File: config.mk
export PLATFORM = sky130hd
export DESIGN_NAME = round_robin_tick_scheduler_unit
export DESIGN_NICKNAME = d
export VERILOG_FILES = /design/src/hdl/rrts_pkg.sv /design/src/hdl/rrts_ram.sv /design/src/hdl/rrts_ctrl.sv /design/src/hdl/rrts_dpath.sv /design/src/hdl/round_robin_tick_scheduler_unit.sv
export SDC_FILE = /design/constraint.sdc
export NUM_CORES = 1
export LEC_CHECK = 0
export BUFFER_PORTS_ARGS = -buffer_cell sky130_fd_sc_hd__buf_2
export CORE_UTILIZATION = 50
export CTS_BUF_LIST = sky130_fd_sc_hd__clkbuf_8
export DETAILED_ROUTE_END_ITERATION = 16
export PLACE_DENSITY = 0.7
export SYNTH_ARGS = -nofsm -noshare
export SYNTH_HDL_FRONTEND = slang
export SYNTH_SLANG_ARGS = --single-unit
File: constraint.sdc
create_clock -name clk -period 3.5 [get_ports clk]
set_input_delay 0 -clock clk [delete_from_list [all_inputs] [get_ports clk]]
set_output_delay 0 -clock clk [all_outputs]
set_load 0.01 [all_outputs]
File: src/hdl/rrts_pkg.sv
// ----------------------------------------------------------------------------
// Round-robin tick scheduler package
// Item and entry types, codes and controller/datapath interface structs.
// ----------------------------------------------------------------------------
`default_nettype none

package rrts_pkg;

  localparam int NUM_PROCS_DEF = 16;
  localparam int PADDR_W       = 3;

  localparam logic [7:0] TIME_SLICE_RST = 8'd16;

  // Register index, taken from paddr[2].
  localparam logic REG_TIME_SLICE = 1'b0;

  // Process states.
  localparam logic [2:0] PS_DEAD     = 3'd0;
  localparam logic [2:0] PS_RUNNABLE = 3'd1;
  localparam logic [2:0] PS_RUNNING  = 3'd2;
  localparam logic [2:0] PS_SLEEPING = 3'd3;

  // Request codes.
  localparam logic [1:0] REQ_TICK  = 2'd0;
  localparam logic [1:0] REQ_SLEEP = 2'd1;
  localparam logic [1:0] REQ_YIELD = 2'd2;
  localparam logic [1:0] REQ_WRITE = 2'd3;

  typedef struct packed {
    logic [1:0]  req_type;
    logic [3:0]  target_pid;
    logic [2:0]  new_state;
    logic        new_blocked;
    logic [15:0] sleep_ticks;
  } req_item_t;

  typedef struct packed {
    logic [3:0]  running_pid;
    logic        switched;
    logic [31:0] tick_total;
    logic        status;
  } rsp_item_t;

  typedef struct packed {
    logic [2:0]  pstate;
    logic        blocked;
    logic [15:0] sleep_cnt;
    logic [7:0]  slice_cnt;
  } entry_t;

  localparam entry_t ENTRY_DEAD  = '{pstate: PS_DEAD, blocked: 1'b0,
                                     sleep_cnt: 16'd0, slice_cnt: 8'd0};
  localparam entry_t ENTRY_IDLE0 = '{pstate: PS_RUNNING, blocked: 1'b0,
                                     sleep_cnt: 16'd0, slice_cnt: 8'd0};

  typedef enum logic [2:0] {
    S_IDLE,
    S_ENTRY,
    S_CUR_RD,
    S_CUR_CAP,
    S_SCAN,
    S_DECIDE,
    S_SWITCH,
    S_DONE
  } ctl_state_t;

  typedef struct packed {
    logic latch_req;
    logic entry_wr;
    logic cur_rd;
    logic cur_cap;
    logic scan_start;
    logic scan_run;
    logic decide;
    logic switch_en;
    logic rsp_load;
  } cmd_t;

  typedef struct packed {
    logic [1:0] req_type;
    logic       ticks_zero;
    logic       cur_ok;
    logic       scan_done;
    logic       need_switch;
  } sts_t;

endpackage

`default_nettype wire

File: src/hdl/rrts_ram.sv
// ----------------------------------------------------------------------------
// Generic single-write, single-read RAM
// One write port and one read port with registered read data.
// ----------------------------------------------------------------------------
`default_nettype none

module rrts_ram #(
  parameter int WIDTH = $bits(rrts_pkg::entry_t),
  parameter int DEPTH = rrts_pkg::NUM_PROCS_DEF
) (
  input  wire logic                     clk,
  input  wire logic                     wr_en,
  input  wire logic [$clog2(DEPTH)-1:0] wr_addr,
  input  wire logic [WIDTH-1:0]         wr_data,
  input  wire logic                     rd_en,
  input  wire logic [$clog2(DEPTH)-1:0] rd_addr,
  output logic      [WIDTH-1:0]         rd_data
);

  logic [WIDTH-1:0] mem [DEPTH];

  always_ff @(posedge clk) begin
    if (wr_en) begin
      mem[wr_addr] <= wr_data;
    end
    if (rd_en) begin
      rd_data <= mem[rd_addr];
    end
  end

endmodule

`default_nettype wire

File: src/hdl/rrts_ctrl.sv
// ----------------------------------------------------------------------------
// Scheduler controller
// Sequences one item: entry write, or current-entry read, sleeper scan,
// decision, optional switch, and the result handoff.
// ----------------------------------------------------------------------------
`default_nettype none

module rrts_ctrl (
  input  wire logic         clk,
  input  wire logic         rst,
  input  wire logic         req_valid,
  output logic              req_stall,
  output logic              rsp_valid,
  input  wire logic         rsp_stall,
  input  wire rrts_pkg::sts_t sts,
  output rrts_pkg::cmd_t    cmd
);

  rrts_pkg::ctl_state_t state;
  rrts_pkg::ctl_state_t state_next;
  logic                 rsp_valid_next;
  logic                 out_free;
  logic                 early_done;

  assign out_free   = !rsp_valid || !rsp_stall;
  // A zero-length sleep or a refused yield finishes without a tick.
  assign early_done = (sts.req_type == rrts_pkg::REQ_SLEEP && sts.ticks_zero) ||
                      (sts.req_type == rrts_pkg::REQ_YIELD && !sts.cur_ok);

  always_comb begin
    state_next = state;
    case (state)
      rrts_pkg::S_IDLE: begin
        if (req_valid) begin
          state_next = rrts_pkg::S_CUR_RD;
        end
      end
      rrts_pkg::S_ENTRY:   state_next = rrts_pkg::S_DONE;
      rrts_pkg::S_CUR_RD:  state_next = rrts_pkg::S_CUR_CAP;
      rrts_pkg::S_CUR_CAP: begin
        state_next = early_done ? rrts_pkg::S_DONE : rrts_pkg::S_SCAN;
      end
      rrts_pkg::S_SCAN: begin
        if (sts.scan_done) begin
          state_next = rrts_pkg::S_DECIDE;
        end
      end
      rrts_pkg::S_DECIDE: begin
        state_next = sts.need_switch ? rrts_pkg::S_SWITCH : rrts_pkg::S_DONE;
      end
      rrts_pkg::S_SWITCH:  state_next = rrts_pkg::S_DONE;
      rrts_pkg::S_DONE: begin
        if (out_free) begin
          state_next = rrts_pkg::S_IDLE;
        end
      end
      default: state_next = rrts_pkg::S_IDLE;
    endcase
    // The request type is only known after the item is latched, so an
    // entry write is steered to S_ENTRY from S_CUR_RD, not from S_IDLE.
    if (state == rrts_pkg::S_CUR_RD && sts.req_type == rrts_pkg::REQ_WRITE) begin
      state_next = rrts_pkg::S_ENTRY;
    end
  end

  always_comb begin
    cmd = '0;
    req_stall = 1'b1;
    case (state)
      rrts_pkg::S_IDLE: begin
        req_stall     = 1'b0;
        cmd.latch_req = req_valid;
      end
      rrts_pkg::S_ENTRY:   cmd.entry_wr = 1'b1;
      rrts_pkg::S_CUR_RD:  cmd.cur_rd   = (sts.req_type != rrts_pkg::REQ_WRITE);
      rrts_pkg::S_CUR_CAP: begin
        cmd.cur_cap    = 1'b1;
        cmd.scan_start = !early_done;
      end
      rrts_pkg::S_SCAN:    cmd.scan_run  = 1'b1;
      rrts_pkg::S_DECIDE:  cmd.decide    = 1'b1;
      rrts_pkg::S_SWITCH:  cmd.switch_en = 1'b1;
      rrts_pkg::S_DONE:    cmd.rsp_load  = out_free;
      default: ;
    endcase
  end

  always_comb begin
    rsp_valid_next = rsp_valid;
    if (cmd.rsp_load) begin
      rsp_valid_next = 1'b1;
    end else if (!rsp_stall) begin
      rsp_valid_next = 1'b0;
    end
  end

  always_ff @(posedge clk) begin
    if (rst) begin
      state     <= rrts_pkg::S_IDLE;
      rsp_valid <= 1'b0;
    end else begin
      state     <= state_next;
      rsp_valid <= rsp_valid_next;
    end
  end

endmodule

`default_nettype wire

File: src/hdl/rrts_dpath.sv
// ----------------------------------------------------------------------------
// Scheduler datapath
// Entry table access through the RAM, sleeper countdown with round-robin
// pick, running entry, tick count and the result register.
// ----------------------------------------------------------------------------
`default_nettype none

module rrts_dpath #(
  parameter int NUM_PROCS = rrts_pkg::NUM_PROCS_DEF
) (
  input  wire logic                         clk,
  input  wire logic                         rst,
  input  wire rrts_pkg::cmd_t               cmd,
  output rrts_pkg::sts_t                    sts,
  input  wire rrts_pkg::req_item_t          req_item,
  input  wire logic [7:0]                   time_slice,
  output rrts_pkg::rsp_item_t               rsp_item,
  output logic                              ram_wr_en,
  output logic [$clog2(NUM_PROCS)-1:0]      ram_wr_addr,
  output rrts_pkg::entry_t                  ram_wr_data,
  output logic                              ram_rd_en,
  output logic [$clog2(NUM_PROCS)-1:0]      ram_rd_addr,
  input  wire rrts_pkg::entry_t             ram_rd_data
);

  localparam int IW = $clog2(NUM_PROCS);
  localparam logic [IW-1:0] LAST_IDX = IW'(NUM_PROCS - 1);

  function automatic logic [IW-1:0] next_idx(input logic [IW-1:0] i);
    return (i == LAST_IDX) ? '0 : i + 1'b1;
  endfunction

  rrts_pkg::req_item_t req_q;
  logic [IW-1:0]       running_entry;
  logic [31:0]         tick_counter;
  rrts_pkg::entry_t    cur_entry;
  logic [IW-1:0]       scan_idx;
  logic [IW-1:0]       rd_left;
  logic                pipe_v;
  logic [IW-1:0]       wb_idx;
  logic                found;
  logic [IW-1:0]       found_idx;
  rrts_pkg::entry_t    found_entry;
  rrts_pkg::entry_t    zero_entry;
  logic [IW-1:0]       pick_idx;
  rrts_pkg::entry_t    pick_entry;
  logic                switched_q;
  logic                status_q;
  logic [NUM_PROCS-1:0] valid;
  logic                rd_valid_q;
  logic                rd_is0_q;

  rrts_pkg::entry_t    rdata_eff;
  rrts_pkg::entry_t    cap_e;
  rrts_pkg::entry_t    scan_e;
  logic                scan_elig;
  rrts_pkg::entry_t    dem_e;
  logic                keep;
  logic                cur_elig;
  logic [IW-1:0]       pick;
  logic [31:0]         target_ext;
  logic                target_ok;
  logic [IW-1:0]       target_idx;
  logic [31:0]         run_ext;
  logic                scan_rd;

  assign target_ext = 32'(req_q.target_pid);
  assign target_ok  = target_ext < 32'(NUM_PROCS);
  assign target_idx = target_ext[IW-1:0];
  assign run_ext    = 32'(running_entry);

  // Entries never written read as their reset contents.
  always_comb begin
    if (rd_valid_q) begin
      rdata_eff = ram_rd_data;
    end else if (rd_is0_q) begin
      rdata_eff = rrts_pkg::ENTRY_IDLE0;
    end else begin
      rdata_eff = rrts_pkg::ENTRY_DEAD;
    end
  end

  // Current entry as prepared by a sleep or yield request.
  always_comb begin
    cap_e = rdata_eff;
    case (req_q.req_type)
      rrts_pkg::REQ_SLEEP: begin
        cap_e.pstate    = rrts_pkg::PS_SLEEPING;
        cap_e.sleep_cnt = req_q.sleep_ticks;
      end
      rrts_pkg::REQ_YIELD: begin
        cap_e.slice_cnt = time_slice;
      end
      default: ;
    endcase
  end

  // Sleepers count down to runnable; one at zero wraps and keeps sleeping.
  always_comb begin
    scan_e = rdata_eff;
    if (rdata_eff.pstate == rrts_pkg::PS_SLEEPING) begin
      scan_e.sleep_cnt = rdata_eff.sleep_cnt - 16'd1;
      if (scan_e.sleep_cnt == 16'd0) begin
        scan_e.pstate = rrts_pkg::PS_RUNNABLE;
      end
    end
    scan_elig = (scan_e.pstate == rrts_pkg::PS_RUNNABLE) && !scan_e.blocked;
  end

  always_comb begin
    keep = (cur_entry.pstate == rrts_pkg::PS_RUNNING) &&
           (cur_entry.slice_cnt < time_slice) && !cur_entry.blocked;
    dem_e = cur_entry;
    if (keep) begin
      dem_e.slice_cnt = cur_entry.slice_cnt + 8'd1;
    end else if (cur_entry.pstate == rrts_pkg::PS_RUNNING) begin
      dem_e.pstate    = rrts_pkg::PS_RUNNABLE;
      dem_e.slice_cnt = 8'd0;
    end
    cur_elig = (dem_e.pstate == rrts_pkg::PS_RUNNABLE) && !dem_e.blocked;
    if (keep) begin
      pick = running_entry;
    end else if (found) begin
      pick = found_idx;
    end else if (cur_elig) begin
      pick = running_entry;
    end else begin
      pick = '0;
    end
  end

  assign scan_rd     = cmd.scan_run && (rd_left != '0);
  assign ram_rd_en   = cmd.cur_rd || scan_rd;
  assign ram_rd_addr = cmd.cur_rd ? running_entry : scan_idx;

  always_comb begin
    ram_wr_en   = 1'b0;
    ram_wr_addr = running_entry;
    ram_wr_data = dem_e;
    if (cmd.entry_wr) begin
      ram_wr_en   = target_ok;
      ram_wr_addr = target_idx;
      ram_wr_data = '{pstate: req_q.new_state, blocked: req_q.new_blocked,
                      sleep_cnt: req_q.sleep_ticks, slice_cnt: 8'd0};
    end else if (cmd.scan_run && pipe_v) begin
      ram_wr_en   = 1'b1;
      ram_wr_addr = wb_idx;
      ram_wr_data = scan_e;
    end else if (cmd.decide) begin
      ram_wr_en   = 1'b1;
      ram_wr_addr = running_entry;
      ram_wr_data = dem_e;
    end else if (cmd.switch_en) begin
      ram_wr_en   = 1'b1;
      ram_wr_addr = pick_idx;
      ram_wr_data = '{pstate: rrts_pkg::PS_RUNNING, blocked: pick_entry.blocked,
                      sleep_cnt: pick_entry.sleep_cnt, slice_cnt: 8'd1};
    end
  end

  assign sts.req_type    = req_q.req_type;
  assign sts.ticks_zero  = (req_q.sleep_ticks == 16'd0);
  assign sts.cur_ok      = (rdata_eff.pstate == rrts_pkg::PS_RUNNING) && !rdata_eff.blocked;
  assign sts.scan_done   = (rd_left == '0) && !pipe_v;
  assign sts.need_switch = (pick != running_entry);

  always_ff @(posedge clk) begin
    if (rst) begin
      running_entry <= '0;
      tick_counter  <= '0;
      valid         <= '0;
      pipe_v        <= 1'b0;
      rd_left       <= '0;
      found         <= 1'b0;
    end else begin
      if (ram_wr_en) begin
        valid[ram_wr_addr] <= 1'b1;
      end
      if (cmd.scan_start) begin
        tick_counter <= tick_counter + 32'd1;
        rd_left      <= LAST_IDX;
        found        <= 1'b0;
      end else if (scan_rd) begin
        rd_left <= rd_left - 1'b1;
      end
      pipe_v <= scan_rd;
      if (cmd.scan_run && pipe_v && !found && (wb_idx != '0) && scan_elig) begin
        found <= 1'b1;
      end
      if (cmd.switch_en) begin
        running_entry <= pick_idx;
      end
    end
  end

  always_ff @(posedge clk) begin
    if (cmd.latch_req) begin
      req_q      <= req_item;
      switched_q <= 1'b0;
      status_q   <= 1'b0;
    end
    if (ram_rd_en) begin
      rd_valid_q <= valid[ram_rd_addr];
      rd_is0_q   <= (ram_rd_addr == '0);
    end
    if (cmd.cur_cap) begin
      cur_entry <= cap_e;
      status_q  <= (req_q.req_type == rrts_pkg::REQ_YIELD) && !sts.cur_ok;
    end
    if (cmd.scan_start) begin
      scan_idx <= next_idx(running_entry);
    end else if (scan_rd) begin
      scan_idx <= next_idx(scan_idx);
    end
    wb_idx <= scan_idx;
    if (cmd.scan_run && pipe_v) begin
      if (!found && (wb_idx != '0) && scan_elig) begin
        found_idx   <= wb_idx;
        found_entry <= scan_e;
      end
      if (wb_idx == '0) begin
        zero_entry <= scan_e;
      end
    end
    if (cmd.decide) begin
      pick_idx   <= pick;
      pick_entry <= found ? found_entry : zero_entry;
    end
    if (cmd.switch_en) begin
      switched_q <= 1'b1;
    end
    if (cmd.rsp_load) begin
      rsp_item.running_pid <= run_ext[3:0];
      rsp_item.switched    <= switched_q;
      rsp_item.tick_total  <= tick_counter;
      rsp_item.status      <= status_q;
    end
  end

endmodule

`default_nettype wire

File: src/hdl/round_robin_tick_scheduler_unit.sv
// ----------------------------------------------------------------------------
// Round-robin tick scheduler
// Time-slice scheduler over a table of process entries held in a RAM.
// ----------------------------------------------------------------------------
//
//   Channel   Direction  Handshake              Payload
//   req       in         req_valid / req_stall  req_item (rrts_pkg::req_item_t)
//   rsp       out        rsp_valid / rsp_stall  rsp_item (rrts_pkg::rsp_item_t)
//   config    in         APB, pready always 1   time_slice at paddr 0
//
// An entry write passes through S_CUR_RD, S_ENTRY and S_DONE. A tick, sleep or
// yield reads and captures the current entry, scans the sleepers, decides and,
// for a switch, adds S_SWITCH; the sleeper scan reads one entry per cycle through
// the single RAM read port. Refused yields and zero-length sleeps skip the scan.
// Reset is synchronous; RAM contents are tracked by per-entry valid bits, so
// no clearing pass is needed. A stalled result does not block acceptance of
// the next item; that item waits only at its own result handoff.
//
`default_nettype none

module round_robin_tick_scheduler_unit #(
  parameter int NUM_PROCS = rrts_pkg::NUM_PROCS_DEF
) (
  input  wire logic                        clk,
  input  wire logic                        rst,
  input  wire logic                        psel,
  input  wire logic                        penable,
  input  wire logic                        pwrite,
  input  wire logic [rrts_pkg::PADDR_W-1:0] paddr,
  input  wire logic [31:0]                 pwdata,
  output logic      [31:0]                 prdata,
  output logic                             pready,
  input  wire logic                        req_valid,
  output logic                             req_stall,
  input  wire rrts_pkg::req_item_t         req_item,
  output logic                             rsp_valid,
  input  wire logic                        rsp_stall,
  output rrts_pkg::rsp_item_t              rsp_item
);

  localparam int IW = $clog2(NUM_PROCS);

  logic [7:0]          time_slice;
  logic                cfg_wr;
  rrts_pkg::cmd_t      cmd;
  rrts_pkg::sts_t      sts;
  logic                ram_wr_en;
  logic [IW-1:0]       ram_wr_addr;
  rrts_pkg::entry_t    ram_wr_data;
  logic                ram_rd_en;
  logic [IW-1:0]       ram_rd_addr;
  rrts_pkg::entry_t    ram_rd_data;

  assign pready = 1'b1;
  assign cfg_wr = psel && penable && pwrite && pready &&
                  (paddr[2] == rrts_pkg::REG_TIME_SLICE);
  assign prdata = (paddr[2] == rrts_pkg::REG_TIME_SLICE) ? 32'(time_slice) : 32'd0;

  always_ff @(posedge clk) begin
    if (rst) begin
      time_slice <= rrts_pkg::TIME_SLICE_RST;
    end else if (cfg_wr) begin
      time_slice <= pwdata[7:0];
    end
  end

  rrts_ctrl u_ctrl (
    .clk       (clk),
    .rst       (rst),
    .req_valid (req_valid),
    .req_stall (req_stall),
    .rsp_valid (rsp_valid),
    .rsp_stall (rsp_stall),
    .sts       (sts),
    .cmd       (cmd)
  );

  rrts_dpath #(
    .NUM_PROCS (NUM_PROCS)
  ) u_dpath (
    .clk         (clk),
    .rst         (rst),
    .cmd         (cmd),
    .sts         (sts),
    .req_item    (req_item),
    .time_slice  (time_slice),
    .rsp_item    (rsp_item),
    .ram_wr_en   (ram_wr_en),
    .ram_wr_addr (ram_wr_addr),
    .ram_wr_data (ram_wr_data),
    .ram_rd_en   (ram_rd_en),
    .ram_rd_addr (ram_rd_addr),
    .ram_rd_data (ram_rd_data)
  );

  rrts_ram #(
    .WIDTH ($bits(rrts_pkg::entry_t)),
    .DEPTH (NUM_PROCS)
  ) u_ram (
    .clk     (clk),
    .wr_en   (ram_wr_en),
    .wr_addr (ram_wr_addr),
    .wr_data (ram_wr_data),
    .rd_en   (ram_rd_en),
    .rd_addr (ram_rd_addr),
    .rd_data (ram_rd_data)
  );

endmodule

`default_nettype wire

==> metrics.cfg <==
[logic_synthesis]
ys_warn_count = 0
synthAdderAreaFrac_pct = 0.6454
ys_seq_area_share_pct = 70.63
async_flop_share_pct = 0
synth_top_family_by_area = multiplexers
synth_cell_types = 79
yosysTopAreaCellShare_pct = 65.47
ys_top_cells_by_area = edfxtp_1, mux2i_1, dfxtp_1
netlist_area_sq_um = 29080
yosysTopAreaCell = edfxtp_1
synth_xor_xnor_area_share_pct = 1.205
synth_compound_gate_area_share_pct = 7.728
synth_edf_count = 634
synthMuxAreaShare_pct = 8.889
netlist_instances = 1979
synth_ff_type = edfxtp_1
synth_seq_cells = 709
avgSynthCellArea_sq_um = 14.69
yosys.area_share.simple_pct = 7.835

[finish]
multi_input_area_sq_um = 7996
syn_to_final_growth_pct = 17.03
fin_nets = 2332
drive_gt1_share_pct = 17.04
area.sequential_sq_um = 20540
stdcell_area_sq_um = 34030
final_core_util_pct = 59.10
n_fill_cell = 4327

[timing]
min_period_ns = 3.421
finalCritPeriodShare_pct = 97.75
fin_tns_setup_ns = 0
hold_viol = 0
rsz0062_at_grt = false
whs_ns = 0.05226
relSlewSlack_pct = 6.369
tightest_slew_ns = 1.404
fin_skew_ns = 0.03751
fmax_mhz = 292.3
final-setup-viol-count = 0
setup_slack_ns = 0.07882
slew_viol_final = 0

[power]
power.density_nw_per_um2 = 696.6
ir_drop_mv = 0.3718
p_leak_nw = 12.53

[drt]
route.detailed.drc = 0
drtIter0Drc = 1917
wire_per_inst_um = 23.23
via_count = 18050
drt-total-wl_um = 72200
routed_via_density = 5.807
dr.pass1.iters = 5
ant_nets = 0

[setup_path]
crit_path_frequent_cell = a31o_2
cp.required_ns = 3.81
crit_family = compound AO/OA/AOI/OAI gates
crit_buf_inv = 0
endpoint_kind = flip-flop
startpoint = u_dpath.cur_entry[1]
r2r-start = u_dpath.cur_entry[1]
cp_max_fo = 16
slowest_delay_ns = 1.05
path_cells = ha_1, or3b_1, o2111ai_1, a31o_2, nand2_1, a31o_2, a21oi_1
slowest_stage = a21oi_1
critPathKind = reg2reg
worst_setup_path_start_kind = flip-flop
worst-endpoint-arrival_ns = 3.73

[floorplanning]
rows = 88
start_util_pct = 50.50
dieWidth_um = 243.2
io_pins = 141
die_y_um = 243.2
die_area_sq_um = 59130
core_sq_um = 57590

[min_path]
min-delay-start = req_item[21]
holdCritPathClass = in2reg

[clock_tree]
cts.reportedPaths.clkPinSlew_ns = 0.06
post_cts_buffers = 0
cts-root-buf = clkbuf_8
clock_tree.buffer_depth = 3
cts.sinks = 709
cts_made_buffers = 108
ctsHoldBuffers = 78
clk_latency_ns = 0.72
h-tree-depth = 3
cts_resized = 0
cts_tree = yes

[placed_design]
dpl-instance-area_sq_um = 31270
gp_congestion = 0.9473
post-place-ws_ns = 0.2264
dpl.hpwl_um = 43710
port_buffers = 89

[grt]
grt_max_degree = 59
grt_pass1_wl_um = 108600
antenna_found_initial = 3
track_usage_pct = 24.44
grt_overflow_total = 0
grt_pass1_vias = 18110

[status]
status = completed

[run]
drv_cap = 0

-- flip-flops by register name, indices dropped and copies added (netlist names), 16 cells and up --
register	count
u_ram.mem	448
u_dpath.tick_counter	32
u_dpath.found_entry	17
u_dpath.zero_entry	17
u_dpath.valid	16
u_ram.rd_data	28
u_dpath.rsp_item	38
u_dpath.cur_entry	28
u_dpath.pick_entry	17
u_dpath.req_q	20
-- worst paths after layout --
path                                end  slack (ns)  cells past startpoint
setup / recovery       u_ram.mem[2][26]        0.08                      7
hold / removal    u_dpath.target_idx[1]        0.05                      2
setup reg to reg       u_ram.mem[2][26]        0.08                      7
hold reg to reg     u_dpath.rsp_item[0]        0.45                      0
-- placed cells by master (no fill, tap or decap), types with 31 or more instances in the layout --
cell type	netlist	final
buf_4	32	79
o22ai_1	129	129
edfxtp_1	634	634
o21ai_0	52	52
mux2i_1	238	237
inv_1	29	67
clkinv_1	0	33
buf_12	0	31
clkbuf_8	0	112
dlygate4sd3_1	0	78
xnor2_1	33	33
dfxtp_1	75	75
nand2_1	160	160
a21oi_1	52	49
buf_2	34	89
or4_1	33	33
nor2_1	96	80
-- layout make-up --
class | count | area share (%)
Timing Repair Buffer | 277 | 7.170
Multi-Input combinational cell | 1123 | 23.50
Clock buffer | 112 | 4.530
Antenna cell | 2 | 0.01471
Sequential cell | 709 | 60.36
Clock inverter | 90 | 1.287
Tap cell | 765 | 2.813
Inverter | 30 | 0.3309
-- stage by stage --
step | std cells | total power [mW]
final | 3108 | 23.71
after global routing | 3108 | 24.61
after CTS | 3106 | 23.72
after detailed placement | 2826 | 17.41
after global placement | 2826 | 17.22
after floorplan | 2002 | 15.03
-- cells by family after synthesis --
group | after synthesis
AO/OA/AOI/OAI | 342
XOR/XNOR | 40
adder cells (fa/ha/maj) | 15
buffers and inverters | 170
flip-flops | 709
multiplexers | 256
other | 2
AND/OR/NAND/NOR | 445
-- metal layers --
layer | routed length (um) | GRT usage, %
met5 | 0 | 0
met2 | 35060 | 40.28
met3 | 5222 | 3.981
met4 | 1962 | 8.639
met1 | 29960 | 32.85
-- synth_stat cells, types with 6 or more instances --
| master | count |
|---|---|
| nor3_1 | 23 |
| or3_1 | 8 |
| nand3_1 | 21 |
| o22ai_1 | 129 |
| clkbuf_1 | 58 |
| a31o_2 | 8 |
| and4b_1 | 7 |
| mux2i_1 | 238 |
| xnor2_1 | 33 |
| nand2_1 | 160 |
| and2_1 | 6 |
| and3_1 | 13 |
| a21o_1 | 7 |
| a31oi_1 | 14 |
| dfxtp_1 | 75 |
| mux2_2 | 18 |
| buf_2 | 34 |
| nand2b_1 | 6 |
| a211oi_1 | 8 |
| ha_1 | 15 |
| xor2_1 | 7 |
| o21ai_0 | 52 |
| nor4_1 | 17 |
| o21ba_1 | 15 |
| buf_4 | 32 |
| inv_1 | 29 |
| buf_6 | 11 |
| nand4_1 | 8 |
| edfxtp_1 | 634 |
| nor2_1 | 96 |
| a21oi_1 | 52 |
| or4_1 | 33 |
-- report_power, final --
| part | leakage (nW) | total (mW) | internal, mW | switching, mW |
|---|---|---|---|---|
| logic | 5.00 | 5.91 | 2.09 | 3.82 |
| registers | 6.38 | 11.5 | 11.0 | 0.539 |
| clock network | 1.15 | 6.31 | 3.12 | 3.19 |
Power figures use the tool's default switching activity.
